$ cat src/pgm_pkg.sv
// Package for pixel_gradient_mag_angle: constants, item types, arctangent table.
// No dependencies.
package pgm_pkg;

    localparam int MAX_WIDTH_DEF  = 2048;
    localparam int ANGLE_BITS_DEF = 16;
    localparam int MAX_HEIGHT     = 2048;
    localparam int ROW_BITS       = 11;
    localparam int POS_BITS       = 11;
    localparam int CFG_BITS       = 12;
    localparam int CFG_IDX_BITS   = 4;
    localparam int CORDIC_STEPS   = 30;
    localparam int PRESCALE       = 20;
    localparam int QUEUE_DEPTH    = 4;
    localparam int MAG_BITS       = 17;
    localparam int OUT_ANGLE_BITS = 16;

    localparam logic [CFG_BITS-1:0] LINE_WIDTH_RST   = 12'd640;
    localparam logic [CFG_BITS-1:0] FRAME_HEIGHT_RST = 12'd480;

    localparam logic [CFG_IDX_BITS-1:0] CFG_LINE_WIDTH   = 4'd0;
    localparam logic [CFG_IDX_BITS-1:0] CFG_FRAME_HEIGHT = 4'd1;

    // One interior pixel handed from the front to the back.
    typedef struct packed {
        logic signed [8:0]    ix;
        logic signed [8:0]    iy;
        logic [POS_BITS-1:0]  cx;
        logic [POS_BITS-1:0]  cy;
        logic                 eof;
    } t_grad_item;

    // atan(2^-i) where a full turn is 2^32.
    function automatic logic [31:0] atan_turn32(input logic [4:0] i);
        logic [31:0] v;
        case (i)
            5'd0:  v = 32'd536870912;
            5'd1:  v = 32'd316933406;
            5'd2:  v = 32'd167458907;
            5'd3:  v = 32'd85004756;
            5'd4:  v = 32'd42667331;
            5'd5:  v = 32'd21354465;
            5'd6:  v = 32'd10679838;
            5'd7:  v = 32'd5340245;
            5'd8:  v = 32'd2670163;
            5'd9:  v = 32'd1335087;
            5'd10: v = 32'd667544;
            5'd11: v = 32'd333772;
            5'd12: v = 32'd166886;
            5'd13: v = 32'd83443;
            5'd14: v = 32'd41722;
            5'd15: v = 32'd20861;
            5'd16: v = 32'd10430;
            5'd17: v = 32'd5215;
            5'd18: v = 32'd2608;
            5'd19: v = 32'd1304;
            5'd20: v = 32'd652;
            5'd21: v = 32'd326;
            5'd22: v = 32'd163;
            5'd23: v = 32'd81;
            5'd24: v = 32'd41;
            5'd25: v = 32'd20;
            5'd26: v = 32'd10;
            5'd27: v = 32'd5;
            5'd28: v = 32'd3;
            5'd29: v = 32'd1;
            default: v = 32'd0;
        endcase
        return v;
    endfunction

endpackage

$ cat src/pgm_fifo.sv
// Short queue of gradient items between front and back.
// Depends on pgm_pkg.
module pgm_fifo import pgm_pkg::*; #(
    parameter int DEPTH = QUEUE_DEPTH
) (
    input  logic       i_clk,
    input  logic       i_rst_n,
    input  logic       i_push,
    input  t_grad_item i_item,
    output logic       o_full,
    input  logic       i_pop,
    output t_grad_item o_item,
    output logic       o_empty
);
    localparam int PW = $clog2(DEPTH);
    localparam int CW = $clog2(DEPTH + 1);

    t_grad_item      r_mem [DEPTH];
    logic [PW-1:0]   r_wptr, r_rptr;
    logic [CW-1:0]   r_count;

    always_ff @(posedge i_clk) begin
        if (!i_rst_n) begin
            r_wptr  <= '0;
            r_rptr  <= '0;
            r_count <= '0;
        end else begin
            if (i_push) begin
                r_wptr <= (r_wptr == PW'(DEPTH - 1)) ? '0 : r_wptr + PW'(1);
            end
            if (i_pop) begin
                r_rptr <= (r_rptr == PW'(DEPTH - 1)) ? '0 : r_rptr + PW'(1);
            end
            if (i_push && !i_pop) begin
                r_count <= r_count + CW'(1);
            end else if (i_pop && !i_push) begin
                r_count <= r_count - CW'(1);
            end
        end
    end

    always_ff @(posedge i_clk) begin
        if (i_push) begin
            r_mem[r_wptr] <= i_item;
        end
    end

    assign o_item  = r_mem[r_rptr];
    assign o_full  = (r_count == CW'(DEPTH));
    assign o_empty = (r_count == '0);
endmodule

$ cat config.mk
export PLATFORM = sky130hd
export DESIGN_NAME = pgm_fifo
export DESIGN_NICKNAME = d
export VERILOG_FILES = /design/src/pgm_pkg.sv /design/src/pgm_fifo.sv
export SDC_FILE = /design/constraint.sdc
export NUM_CORES = 1
export LEC_CHECK = 0
export BUFFER_PORTS_ARGS = -buffer_cell sky130_fd_sc_hd__clkbuf_2
export CAP_MARGIN = 20
export CORE_MARGIN = 1
export CORE_UTILIZATION = 46
export CTS_CLUSTER_DIAMETER = 100
export DETAILED_ROUTE_END_ITERATION = 8
export GPL_TIMING_DRIVEN = 0
export PLACE_DENSITY = 0.66
export SYNTH_ARGS = -nofsm -noshare
export SYNTH_HDL_FRONTEND = slang
export SYNTH_SLANG_ARGS = --single-unit
$ cat constraint.sdc
create_clock -name i_clk -period 3.4 [get_ports i_clk]
set_clock_uncertainty 0.15 [all_clocks]
set_input_delay 0.68 -clock i_clk [delete_from_list [all_inputs] [get_ports i_clk]]
set_output_delay 0.68 -clock i_clk [all_outputs]
set_load 0.02 [all_outputs]
Yosys cells after proc, flatten, opt, wreduce, memory -nomap -nowiden
Memories as Yosys holds them, arrays and structs flattened. A register that Yosys moved wholly into a read port is not among the register bits. Cells that the tools add are included.

Muxes and demuxes: 8. $add $sub $neg: 4. Equality and inequality tests: 3. Reductions and logical operators: 6.

Operator list (count): 2-to-1 mux 2 bit (4); 2-to-1 mux 3 bit (2); adder 2 x 1 -> 2 bit, second input constant (2); == test 2 bit, second input constant (2); adder 3 x 1 -> 3 bit, second input constant (1); == test 3 bit, second input constant (1); zero test 3 bit (1); subtractor 3 x 1 -> 3 bit, second input constant (1); logical AND 1 bit (2); zero test 1 bit (2); 2-to-1 mux 1 bit (2); nonzero test 2 bit (1).

Memories kept: 1. Output and inout port bits: 43. Bits in writable memories: 164. Logic and storage cells: 25. Bits of input ports: 45. Register bits after elaboration: 7.

Memory list: r_mem (words 4, bits a word 41, read ports 1, clocked after memory_dff 1, wr ports 1, RTL line pgm_fifo.sv:18) `t_grad_item r_mem [DEPTH];`.

Logic depth before layout (Yosys ltp)
Depth after elaboration: 4. Depth in mapped cells: 7. Gate-level depth less buffers: 7.

Least setup slack after synthesis
OpenSTA, ideal clock, no wires.

Path kind: input-to-reg. From: input port i_push. To: memory r_mem[0][0] (netlist name) (enable). Required time: 2.848 ns. Data arrival time: 1.674 ns. Buffers on the path: 0. Cell stages on the path: 1. Setup slack: 1.174 ns. Library setup time: 0.402 ns. Cells stage by stage: and2_1.

Cells in the longest elaborated chain, start to end: 2.

RTL lines: start: declaration (RTL line pgm_fifo.sv:8) `input logic i_push,`; 2-to-1 mux 1 bit (RTL line pgm_fifo.sv:43) `if (i_push) begin`; 2-to-1 mux 1 bit (implied by the code) (RTL line pgm_fifo.sv:44) `r_mem[r_wptr] <= i_item;`; end: declaration (RTL line pgm_fifo.sv:18).

Every way passes these cells.

==> impl_metrics.csv <==
group,metric,value,unit
logic_synthesis,seq_area_frac_synth,79.5,%
clock_tree,numClockSinks,173,
logic_synthesis,netlist-cell-type-count,23,
outcome,status,"finished, final reports clean",
detailed_routing,dr_total_vias,2893,
place,port_buffers,87,
sta,setup_violations,0,
sta,setup_tns,0,ps
sta,finalMaxSlewViolations,0,
clock_tree,cts_htree_levels,4,
clock_tree,hold_buffers,0,
power_and_ir_drop,power,4.80,mW
clock_tree,numCtsBuffers,17,
sta,min_period,2640,ps
detailed_routing,dr.pass1.iters,4,
clock_tree,postCtsSetupBuffers,0,
finish,areaGrowthSynthToFinish,20.5,%
die,rows,42,
die,num_io_pins,88,
logic_synthesis,yosysWarnings,0,
die,start_util,47.8,%
worst_setup_path,end_kind,"output pin",
die,die_y,120,um
clock_tree,cts_root_buf,"clkbuf_16",
logic_synthesis,syn_inst,259,
finish,diodes,0,
logic_synthesis,syn_area_per_cell,24.8,um^2
worst_setup_path,ff2ff_path_depth,3,
worst_setup_path,cp.depth,4,
detailed_routing,ant_nets,0,
worst_setup_path,worst_ep_required_time,2570,ps
place,gp_congestion,0.665,
sta,clock.fmax,379,MHz
logic_synthesis,synth_fp_nets,311,
power_and_ir_drop,p_leak,2.67,nW
worst_setup_path,start_kind,"register",
sta,final-hold-violation-count,0,
logic_synthesis,ys_ff_latch,173,
grt,antenna_found_initial,0,
grt,grt_pass1_vias,3110,
logic_synthesis,syn_area,6420,um^2
finish,drive_gt1_share,46.1,%
grt,grt_pass1_wl,16.8,mm
detailed_routing,routedWlPerCell,19.0,um
detailed_routing,totalWireLength,10.6,mm
clock_tree,clock_path_buffers,2,
detailed_routing,vias_per_cell,5.18,
sta,tightest_slew,499,ps
sta,rsz0062_at_grt,"no",
finish,fin_nets,421,
sta,maxSlewHeadroom,66.7,%
worst_setup_path,crit_path_top_delay_cell,"mux4_2",
clock_tree,cts_tree,"yes",
sta,period_share,77.6,%
worst_setup_path,criticalPathCategory,"register to output pin",
power_and_ir_drop,power.density,620,nW/um^2
worst_setup_path,crit_family,"buffers and inverters",
worst_setup_path,critical_path_arrival,1810,ps
clock_tree,path_clk_slew,60,ps
die,core,13500,um^2
worst_setup_path,path_cells,"buf_1, buf_2, mux4_2, clkbuf_2",
power_and_ir_drop,ir_drop,0.328,mV
die,dieArea,14400,um^2
grt,grt_usage,16.2,%
job,max_cap_viol_count,0,
worst_setup_path,cp.buffers_inverters,3,
place,dp_hpwl,6.64,mm
min_path,holdPathStages,1,
worst_setup_path,crit_fanout,10,
min_path,min_path_type,"input pin to register",
grt,grt_overflow,0,
detailed_routing,drc,0,
worst_setup_path,critPathMaxStageDelay,370,ps
grt,grt_start_max_net_pins,31,
clock_tree,clk_latency,420,ps
detailed_routing,first_iter_violations,189,
clock_tree,cts-resized-gates,0,
die,die_w,120,um
## registers in the layout, summed over array words and instances (netlist names), named ones only
name     flops
r_count      3
r_wptr       2
r_mem      164
r_rptr       2
## cells by family after synthesis
family / share of synthesized area [%]
compound gates: 0.312
flops: 79.5
fa+ha+maj: 1.48
xor+xnor: 0.273
buf+inv: 2.03
mux: 15.1
simple gates: 1.40
## layout by cell type (no fill, tap or decap), drive strengths merged, types with 2 or more instances in the layout
master    count
clkinv        7
clkbuf      104
nor3          2
mux2i         4
edfxtp      164
dfxtp         9
ha            6
clkinvlp      5
inv           5
and2          5
mux4         41
bufinv        2
nor2b         5
buf          14
## per-stage QoR
stage	cells	hold WS (ps)	area (um^2)	util (%)	setup WS [ps]
after floorplan	259	322	6420	-	1170
after global placement	522	336	7080	52.6	134
after detailed placement	526	409	7170	53.3	981
after CTS	558	309	7740	57.5	664
after global routing	558	317	7740	57.5	614
final	558	325	7740	57.5	763
## report_power, final
group / switching, mW / total (mW) / internal [mW]
Clock: 0.775 / 1.85 / 1.08
Combinational: 0.275 / 0.481 / 0.206
Sequential: 0.0281 / 2.46 / 2.44
## synthesized netlist by cell type
master	n	share of area, %
edfxtp_1	164	77
or3_1	1	0.097
buf_2	4	0.31
nor2b_1	5	0.49
mux4_2	40	14
mux4_1	1	0.41
dfxtp_1	9	2.8
inv_1	4	0.23
nor2_1	1	0.058
xor2_1	1	0.14
ha_1	6	1.2
buf_12	4	1.2
a21boi_0	1	0.12
buf_1	1	0.058
o21ai_0	1	0.078
o21a_1	1	0.12
mux2i_1	4	0.62
xnor2_1	1	0.14
buf_6	1	0.18
and2_1	5	0.49
nor3_1	2	0.16
fa_1	1	0.31
nor3b_1	1	0.12
## per-layer routing
layer | up-vias | track usage [%] | part of all wire [%]
met4 | 0 | 6.64 | 1.5
met5 | - | 0 | 0
li1 | 1308 | - | -
met2 | 83 | 25.9 | 50
met1 | 1491 | 20.9 | 44
met3 | 11 | 4.91 | 5.1
## worst paths after layout
check | startpoint | end | slack, ps
worst max register to register | r_wptr[0]$_SDFFE_PN0P_ | r_mem[3][13]$_DFFE_PP_ | 1600
worst min register to register | r_count[2]$_SDFFE_PN0P_ | r_count[2]$_SDFFE_PN0P_ | 400
worst max-delay path | register | o_item[25] | 760
worst min-delay path | i_item[31] | r_mem[3][31]$_DFFE_PP_ | 330
## cell type report
cell class / count / area, um^2
fillers: 1044 / 5710
multi-input cells: 72 / 1190
flip-flops and latches: 173 / 5100
plain buffers: 10 / 115
repair buffers: 91 / 515
clock inverters: 15 / 149
clock buffers: 17 / 425
well taps: 176 / 220
inverters: 4 / 15.0
Power figures use the tool's default switching activity.
