### config.mk
export PLATFORM = sky130hd
export DESIGN_NAME = pgm_back
export DESIGN_NICKNAME = d
export VERILOG_FILES = /design/src/pgm_pkg.sv /design/src/pgm_back.sv
export SDC_FILE = /design/constraint.sdc
export NUM_CORES = 1
export LEC_CHECK = 0
export BUFFER_PORTS_ARGS = -buffer_cell sky130_fd_sc_hd__buf_2
export CAP_MARGIN = 10
export CORE_ASPECT_RATIO = 1.1
export CORE_MARGIN = 5
export CORE_UTILIZATION = 40
export DETAILED_ROUTE_END_ITERATION = 10
export HOLD_SLACK_MARGIN = 0.1
export PLACE_DENSITY = 0.62
export SLEW_MARGIN = 20
export SYNTH_ARGS = -nofsm -noshare
export SYNTH_HDL_FRONTEND = slang
export SYNTH_SLANG_ARGS = --single-unit
### constraint.sdc
create_clock -name i_clk -period 7.75 [get_ports i_clk]
set_input_delay 0 -clock i_clk [delete_from_list [all_inputs] [get_ports i_clk]]
set_output_delay 0 -clock i_clk [all_outputs]
set_load 0.02 [all_outputs]
### src/pgm_pkg.sv
// Package for pixel_gradient_mag_angle: constants, item types, arctangent table.
// No dependencies.
package pgm_pkg;

    localparam int MAX_WIDTH_DEF  = 2048;
    localparam int ANGLE_BITS_DEF = 16;
    localparam int MAX_HEIGHT     = 2048;
    localparam int ROW_BITS       = 11;
    localparam int POS_BITS       = 11;
    localparam int CFG_BITS       = 12;
    localparam int CFG_IDX_BITS   = 4;
    localparam int CORDIC_STEPS   = 30;
    localparam int PRESCALE       = 20;
    localparam int QUEUE_DEPTH    = 4;
    localparam int MAG_BITS       = 17;
    localparam int OUT_ANGLE_BITS = 16;

    localparam logic [CFG_BITS-1:0] LINE_WIDTH_RST   = 12'd640;
    localparam logic [CFG_BITS-1:0] FRAME_HEIGHT_RST = 12'd480;

    localparam logic [CFG_IDX_BITS-1:0] CFG_LINE_WIDTH   = 4'd0;
    localparam logic [CFG_IDX_BITS-1:0] CFG_FRAME_HEIGHT = 4'd1;

    // One interior pixel handed from the front to the back.
    typedef struct packed {
        logic signed [8:0]    ix;
        logic signed [8:0]    iy;
        logic [POS_BITS-1:0]  cx;
        logic [POS_BITS-1:0]  cy;
        logic                 eof;
    } t_grad_item;

    // atan(2^-i) where a full turn is 2^32.
    function automatic logic [31:0] atan_turn32(input logic [4:0] i);
        logic [31:0] v;
        case (i)
            5'd0:  v = 32'd536870912;
            5'd1:  v = 32'd316933406;
            5'd2:  v = 32'd167458907;
            5'd3:  v = 32'd85004756;
            5'd4:  v = 32'd42667331;
            5'd5:  v = 32'd21354465;
            5'd6:  v = 32'd10679838;
            5'd7:  v = 32'd5340245;
            5'd8:  v = 32'd2670163;
            5'd9:  v = 32'd1335087;
            5'd10: v = 32'd667544;
            5'd11: v = 32'd333772;
            5'd12: v = 32'd166886;
            5'd13: v = 32'd83443;
            5'd14: v = 32'd41722;
            5'd15: v = 32'd20861;
            5'd16: v = 32'd10430;
            5'd17: v = 32'd5215;
            5'd18: v = 32'd2608;
            5'd19: v = 32'd1304;
            5'd20: v = 32'd652;
            5'd21: v = 32'd326;
            5'd22: v = 32'd163;
            5'd23: v = 32'd81;
            5'd24: v = 32'd41;
            5'd25: v = 32'd20;
            5'd26: v = 32'd10;
            5'd27: v = 32'd5;
            5'd28: v = 32'd3;
            5'd29: v = 32'd1;
            default: v = 32'd0;
        endcase
        return v;
    endfunction

endpackage

### src/pgm_back.sv
// Back end: squared magnitude and iterative CORDIC angle, output register.
// Depends on pgm_pkg.
module pgm_back import pgm_pkg::*; #(
    parameter int ANGLE_BITS = ANGLE_BITS_DEF
) (
    input  logic                  i_clk,
    input  logic                  i_rst_n,
    input  logic                  i_q_empty,
    input  t_grad_item            i_item,
    output logic                  o_pop,
    output logic                  o_valid,
    input  logic                  i_ready,
    output logic [MAG_BITS-1:0]   o_mag,
    output logic [OUT_ANGLE_BITS-1:0] o_angle,
    output logic [POS_BITS-1:0]   o_cx,
    output logic [POS_BITS-1:0]   o_cy,
    output logic                  o_eof
);
    typedef enum logic [2:0] {
        BS_IDLE = 3'b001,
        BS_RUN  = 3'b010,
        BS_DONE = 3'b100
    } t_back_state;

    t_back_state         r_state, n_state;
    t_grad_item          r_item;
    logic [MAG_BITS-1:0] r_mag;
    logic signed [31:0]  r_x, r_y;
    logic [31:0]         r_z;
    logic [4:0]          r_i;
    logic                r_ovalid;
    logic [MAG_BITS-1:0] r_omag;
    logic [OUT_ANGLE_BITS-1:0] r_oangle;
    logic [POS_BITS-1:0] r_ocx, r_ocy;
    logic                r_oeof;
    logic [8:0]          abs_x, abs_y;
    logic signed [31:0]  xs, ys;
    logic [31:0]         turn, rnd;
    logic [ANGLE_BITS-1:0] res;
    logic [OUT_ANGLE_BITS-1:0] angle;
    logic                load_out;

    assign o_pop    = (r_state == BS_IDLE) && !i_q_empty;
    assign load_out = (r_state == BS_DONE) && (!r_ovalid || i_ready);
    assign abs_x    = i_item.ix[8] ? 9'(-i_item.ix) : 9'(i_item.ix);
    assign abs_y    = i_item.iy[8] ? 9'(-i_item.iy) : 9'(i_item.iy);
    assign xs       = r_x >>> r_i;
    assign ys       = r_y >>> r_i;

    // Quadrant fold and rounding to the binary angle.
    always_comb begin
        if (r_item.ix[8] && !r_item.iy[8]) begin
            turn = 32'h8000_0000 - r_z;
        end else if (r_item.ix[8]) begin
            turn = r_z - 32'h8000_0000;
        end else if (r_item.iy[8]) begin
            turn = 32'd0 - r_z;
        end else begin
            turn = r_z;
        end
        rnd = turn + (32'd1 << (31 - ANGLE_BITS));
        res = rnd[31 -: ANGLE_BITS];
        if (r_item.ix == '0 && r_item.iy == '0) begin
            angle = '0;
        end else begin
            angle = OUT_ANGLE_BITS'(signed'(res));
        end
    end

    always_comb begin
        n_state = r_state;
        case (r_state)
            BS_IDLE: if (o_pop) n_state = BS_RUN;
            BS_RUN:  if (r_i == 5'(CORDIC_STEPS - 1)) n_state = BS_DONE;
            BS_DONE: if (load_out) n_state = BS_IDLE;
            default: n_state = BS_IDLE;
        endcase
    end

    always_ff @(posedge i_clk) begin
        if (!i_rst_n) begin
            r_state  <= BS_IDLE;
            r_ovalid <= 1'b0;
        end else begin
            r_state <= n_state;
            if (load_out) begin
                r_ovalid <= 1'b1;
            end else if (i_ready) begin
                r_ovalid <= 1'b0;
            end
        end
    end

    always_ff @(posedge i_clk) begin
        if (o_pop) begin
            r_item <= i_item;
            r_mag  <= MAG_BITS'(i_item.ix * i_item.ix + i_item.iy * i_item.iy);
            r_x    <= 32'(abs_x) << PRESCALE;
            r_y    <= 32'(abs_y) << PRESCALE;
            r_z    <= '0;
            r_i    <= '0;
        end else if (r_state == BS_RUN) begin
            if (r_y > 0) begin
                r_x <= r_x + ys;
                r_y <= r_y - xs;
                r_z <= r_z + atan_turn32(r_i);
            end else begin
                r_x <= r_x - ys;
                r_y <= r_y + xs;
                r_z <= r_z - atan_turn32(r_i);
            end
            r_i <= r_i + 5'd1;
        end
        if (load_out) begin
            r_omag   <= r_mag;
            r_oangle <= angle;
            r_ocx    <= r_item.cx;
            r_ocy    <= r_item.cy;
            r_oeof   <= r_item.eof;
        end
    end

    assign o_valid = r_ovalid;
    assign o_mag   = r_omag;
    assign o_angle = r_oangle;
    assign o_cx    = r_ocx;
    assign o_cy    = r_ocy;
    assign o_eof   = r_oeof;
endmodule

== After elaboration in Yosys (flattened, before gate mapping) ==
Memories as Yosys holds them, arrays and structs flattened. A register that Yosys moved wholly into a read port is not among the register bits.
Index checks and enable logic that the tools add are counted.

* Multiply operators: 2
* Order comparisons: 1
* Add/subtract/negate cells: 14
* Reductions and logical operators: 13
* Muxes and demuxes: 28
* Equality and inequality tests: 7
* Shift-type cells: 2

{| class="wikitable"
|+ Operator list
! kind !! count
|-
| $mux 32 || 12
|-
| $mux 29 || 4
|-
| $add 32x32->32 || 3
|-
| $sub 32x32->32 || 3
|-
| $sshr 32x5->32 || 2
|-
| $mul 9x9->17 || 2
|-
| $add 32x16->32 const B || 1
|-
| $gt 32x1->1 const B || 1
|-
| $sub 1x32->32 const A || 1
|-
| $sub 32x32->32 const A || 1
|-
| $sub 32x32->32 const B || 1
|-
| $mux 5 || 4
|-
| $logic_not 9->1 || 2
|-
| $mux 9 || 2
|-
| $neg 9->9 || 2
|-
| $add 17x17->17 || 1
|-
| $mux 3 || 3
|-
| $pmux 3 s3 || 1
|-
| $ne 2x2->1 const B || 3
|-
| $add 5x1->5 const B || 1
|-
| $eq 5x5->1 const B || 1
|-
| $logic_and 1x1->1 || 4
|-
| $reduce_bool 2->1 || 2
|-
| $eq 3x1->1 const B || 1
|-
| 6 further kinds || 9
|}

* Logic and storage cells: 88
* Memories: 2
* Output and inout bits: 58
* Register bits after elaboration: 219
* Bits in read-only memories: 1,920

{| class="wikitable"
|+ Memories
! name !! depth !! bits a word !! read ports !! clocked after Yosys merged registers in !! wr ports !! RTL line !! source
|-
| (name not given) || 32 || 30 || 1 || 1 || 0 || pgm_pkg.sv:36 || <nowiki>case (i)</nowiki>
|-
| (name not given) || 32 || 30 || 1 || 1 || 0 || pgm_pkg.sv:36 ||
|}

== Logic depth before layout (Yosys ltp) ==
* Word-level depth: 6
* Depth in mapped cells: 28
* Gate-level depth less buffers: 27

== Worst setup path before layout ==
Ideal clock, no wire load.

* Path type: input to register
* Start: in i_item[25] in the netlist's numbering
* End: reg r_mag[15] (data pin)
* Slack: 1.678 ns
* Data required time: 7.492 ns
* Data arrival time: 5.815 ns
* Stages on the path: 26
* Setup time: 0.258 ns
* Cell sequence: clkbuf_1 buf_1 nand2_1 fa_1 inv_1 fa_1 inv_1 fa_1 inv_1 fa_1 fa_1 inv_1 fa_1 inv_1 ha_1 ha_1 a21o_1 a21oi_1 o21bai_1 a21oi_1 nor2b_1 o21a_1 o21ai_0 nand2b_1 a21oi_1 xnor2_1

* Cells in the longest elaborated chain, start to end: 2

{| class="wikitable"
|+ Ends and longest elaborated chain
! item !! RTL line !! source
|-
| from (decl) || pgm_back.sv:9 || <nowiki>input t_grad_item i_item,</nowiki>
|-
| $mul 9x9->17 || pgm_back.sv:97 || <nowiki>r_mag <= MAG_BITS'(i_item.ix * i_item.ix + i_item.iy * i_item.iy);</nowiki>
|-
| $add 17x17->17 || pgm_back.sv:97 ||
|-
| to (signal assigned) || pgm_back.sv:97 ||
|-
| to (decl) || pgm_back.sv:27 || <nowiki>logic [MAG_BITS-1:0] r_mag;</nowiki>
|}

Every way passes these cells.
A chain may end at the register's enable or synchronous reset.

== Final worst setup path ==
* Start: reg r_i[1]
* End: reg r_x[26] (data pin)

* Cells in the longest elaborated chain, start to end: 5

{| class="wikitable"
|+ Ends and longest elaborated chain
! item !! RTL line !! source
|-
| from (decl) || pgm_back.sv:30 || <nowiki>logic [4:0] r_i;</nowiki>
|-
| from (signal assigned) || pgm_back.sv:112 || <nowiki>r_i <= r_i + 5'd1;</nowiki>
|-
| $sshr 32x5->32 * || pgm_back.sv:48 || <nowiki>assign ys = r_y >>> r_i;</nowiki>
|-
| $sub 32x32->32 / $add 32x32->32 (equally long branches) || pgm_back.sv:108, pgm_back.sv:104 ||
|-
| $mux 32 * || pgm_back.sv:103 || <nowiki>if (r_y > 0) begin</nowiki>
|-
| $mux 29 * || pgm_back.sv:102 || <nowiki>end else if (r_state == BS_RUN) begin</nowiki>
|-
| $mux 29 * || pgm_back.sv:95 || <nowiki>if (o_pop) begin</nowiki>
|-
| to (signal assigned) || pgm_back.sv:98 || <nowiki>r_x <= 32'(abs_x) << PRESCALE;</nowiki>
|-
| to (signal assigned) || pgm_back.sv:104 || <nowiki>r_x <= r_x + ys;</nowiki>
|-
| to (signal assigned) || pgm_back.sv:108 || <nowiki>r_x <= r_x - ys;</nowiki>
|-
| to (decl) || pgm_back.sv:28 || <nowiki>logic signed [31:0] r_x, r_y;</nowiki>
|}

Mark *: on every way between the ends. The rest lies on a longest branch, timed or not. The select of a mux whose other input is x is not followed.

==> reports/metrics.cfg <==
[synth]
synth_top_area_share_pct=15.4
ys_seq_elements=249
synth_area_per_cell_um2=9.31
synth_nets=3128
synth_ff_type=edfxtp_1
yosys_warnings=0
yosysUniqueCellTypes=90
synth_edf_count=132
synth_area_leaders=edfxtp_1, fa_1, dfxtp_1
syn-cell-area_um2=25800
ys_async_sr_fraction_pct=0
ys_seq_area_share_pct=24.5
synth_top_cell_by_area=edfxtp_1
netlist_instances=2767

[routing]
wl_per_cell_um=21.2
drtAntennaViolNets=0
route.detailed.drc=0
vias_per_cell=5.90
drtIter0Drc=1849
vias=22100
wirelength_um=79300
dr.pass1.iters=6

[critical_path]
end_kind=flop
rr_startpoint=r_i[1]
cp.arrival_ns=7.23
startpoint=r_i[1]
required_ns=8.07
critical_path.cell_chain=buf_4 -> mux4_2 -> mux2_2 -> a2111oi_2 -> ha_1 -> o2111ai_2 -> or3_4 -> or3_4 -> o21a_1 -> xnor2_1 -> ha_1 -> a21o_1 -> a21o_1 -> a21o_1 -> a211o_1 -> a31oi_1 -> o21bai_1 -> a31oi_1 -> xor2_1 -> o22ai_1
worstSetupPathType=flop to flop
reg2reg_to=r_x[26]
cp_common_cell=a21o_1
cp_slowest_cell=dfxtp_4
path_max_fanout=67
cpPeakStageDelay_ns=1.04
rr_worst_depth=20
cp-start-kind=flop
rrSetupSlack_ns=0.83

[power]
vdd_ir_drop_max_mv=0.571
power_density_nw_per_um2=501
leakagePower_nw=12.1

[floorplanning]
start_util_pct=40.4
ios=103
die_h_um=276
core_um2=63700
fp-row-count=97
die_area_um2=69600
chipWidth_um=252

[global_routing]
grt_util_met2_pct=37.3
grt_pass1_vias=22000
grt.total_usage_pct=21.8
grt_pass1_wl_um=124000
overflow=0
grt_max_degree=68
busiest_layer=met2
grtUsageMet3_pct=2.56
met1_usage_pct=28.2
antenna_found_initial=0

[clocking]
htree_levels=1
ctsLongestPathBuffers=3
cts-root-buf=clkbuf_16
cts_buffers=29
clock-sinks=249
clock_latency_ns=0.61
cts-resized-gates=0
cts_tree=built
cts.clk_slew.worst_paths_ns=0.06

[min_path]
holdPathEnd=r_item[21]
min_from=i_item[21]
holdPathStages=2
hold_path_class=input port to flop

[status]
status=completed

[timing]
maxSlewViolCount=0
setup-tns-final_ns=0
hold_viol=0
maxClockFrequency_mhz=145
timing.final.ws_setup_ns=0.833
skew_ns=0.0129
setup_viol=0
fin_crit_sh_pct=89.2
relSlewSlack_pct=30.3
worst_pin_slew_ns=1.05
fin_crit_ns=6.92
rsz0062_at_grt=false

[placed_design]
dpl.hpwl_um=59700
preCtsSetupSlack_ns=0.897
port_buffers=102
place.gp.congestion=0.973

[layout]
diodes=0
drive_above_1_share_pct=12.6
final_nets=3236
syn_to_final_growth_pct=11.8

[run]
maxCapViolCount=0

==> placed cells by master (no fill, tap or decap), types with 38 or more instances in the layout <==
master / n
fa_1: 136
mux2_2: 39
buf_2: 102
dfxtp_1: 113
dlygate4sd3_1: 65
nor2_1: 169
mux2i_1: 67
mux4_2: 76
nor3_1: 41
a21oi_1: 165
o21ai_0: 172
ha_1: 180
a21o_1: 65
inv_1: 199
buf_4: 50
and2_1: 38
edfxtp_1: 132
nand3_1: 48
xnor2_1: 130
nand2_1: 244
xor2_1: 106
==> metrics by stage <==
| step | hold WS, ns | total power [mW] | instance area [µm²] | instances | utilization [%] |
|---|---|---|---|---|---|
| after floorplan | 0.0762 | 10.5 | 25800 | 2767 | - |
| after global placement | 0.177 | 12.6 | 27100 | 3620 | 42.5 |
| after detailed placement | 0.178 | 12.8 | 27100 | 3620 | 42.5 |
| after CTS | 0.100 | 14.5 | 28800 | 3739 | 45.2 |
| after global routing | 0.104 | 15.8 | 28800 | 3739 | 45.2 |
| final | 0.130 | 14.4 | 28800 | 3739 | 45.2 |
==> worst max-delay path, delay by kind of cell (launching register included) <==
kind	cells	cell delay (ns)
and+or+nand+nor	2	0.87
xor gates and xnor gates	2	0.31
adders and majority gates	2	0.70
buffers and inverters	1	0.35
AOI/OAI and AO/OA	11	2.62
muxes	2	0.73
DFF	1	1.04
==> synthesized netlist by cell type, types with 21 or more instances <==
library cell	n
xnor2_1	130
inv_1	199
and2_1	38
dfxtp_1	117
clkbuf_1	97
a21oi_1	166
nand2b_1	33
fa_1	136
nor2b_1	32
a31oi_1	36
edfxtp_1	132
nor4_1	21
mux4_2	76
ha_1	180
mux2_2	39
o21ai_0	172
nand3_1	48
xor2_1	106
o31ai_1	23
o22ai_1	36
a21o_1	65
mux2i_1	67
nor3_1	41
nor2_1	170
o21bai_1	22
nand2_1	244
==> metal layers <==
layer  wire length [µm]  vias up  share of wire, %
met2              38600      833                49
li1                   -    10200                 -
met4               3510        0               4.4
met3               4950      196               6.2
met5                  0        -                 0
met1              32200    10800                41
==> where the power goes <==
group	leakage [nW]	internal (mW)	switching [mW]	total [mW]
clock	0.510	0.907	0.612	1.52
sequential	2.19	1.88	0.346	2.22
combinational	9.42	4.74	5.93	10.7
total	12.1	7.52	6.89	14.4
==> cell families after synthesis <==
family          after synthesis  synth area share [%]
xor+xnor                    236                  8.02
mux                         185                  11.2
fa+ha+maj                   317                  19.4
buf+inv                     349                  5.54
flops                       249                  24.5
compound gates              693                  17.5
simple gates                738                  14.0
==> how the worst max path moves through the flow <==
| stage | endpoint | slack (ns) | cells past startpoint |
|---|---|---|---|
| detailed placement | r_x[26] | 0.90 | 20 |
| finish | r_x[26] | 0.83 | 20 |
| global route | r_y[27] | 0.26 | 23 |
| CTS | r_x[26] | 0.85 | 20 |
| floorplan | r_mag[15] | 1.68 | 26 |
| global placement | r_x[26] | 0.98 | 20 |
==> final cells by class <==
class / instances / area, µm²
fill: 6072 / 34900
multi-input combinational: 2169 / 18100
sequential: 249 / 6320
timing repair buffer: 217 / 1540
tap: 841 / 1050
inverter: 209 / 785
clock buffer: 33 / 761
clock inverter: 21 / 280
==> repair_timing <==
item,in CTS,in global routing
buffers inserted,0,0
endpoints found under the setup margin,0,0
hold buffers,65,0
hold endpoints to repair,59,0
Power figures use the tool's default switching activity.
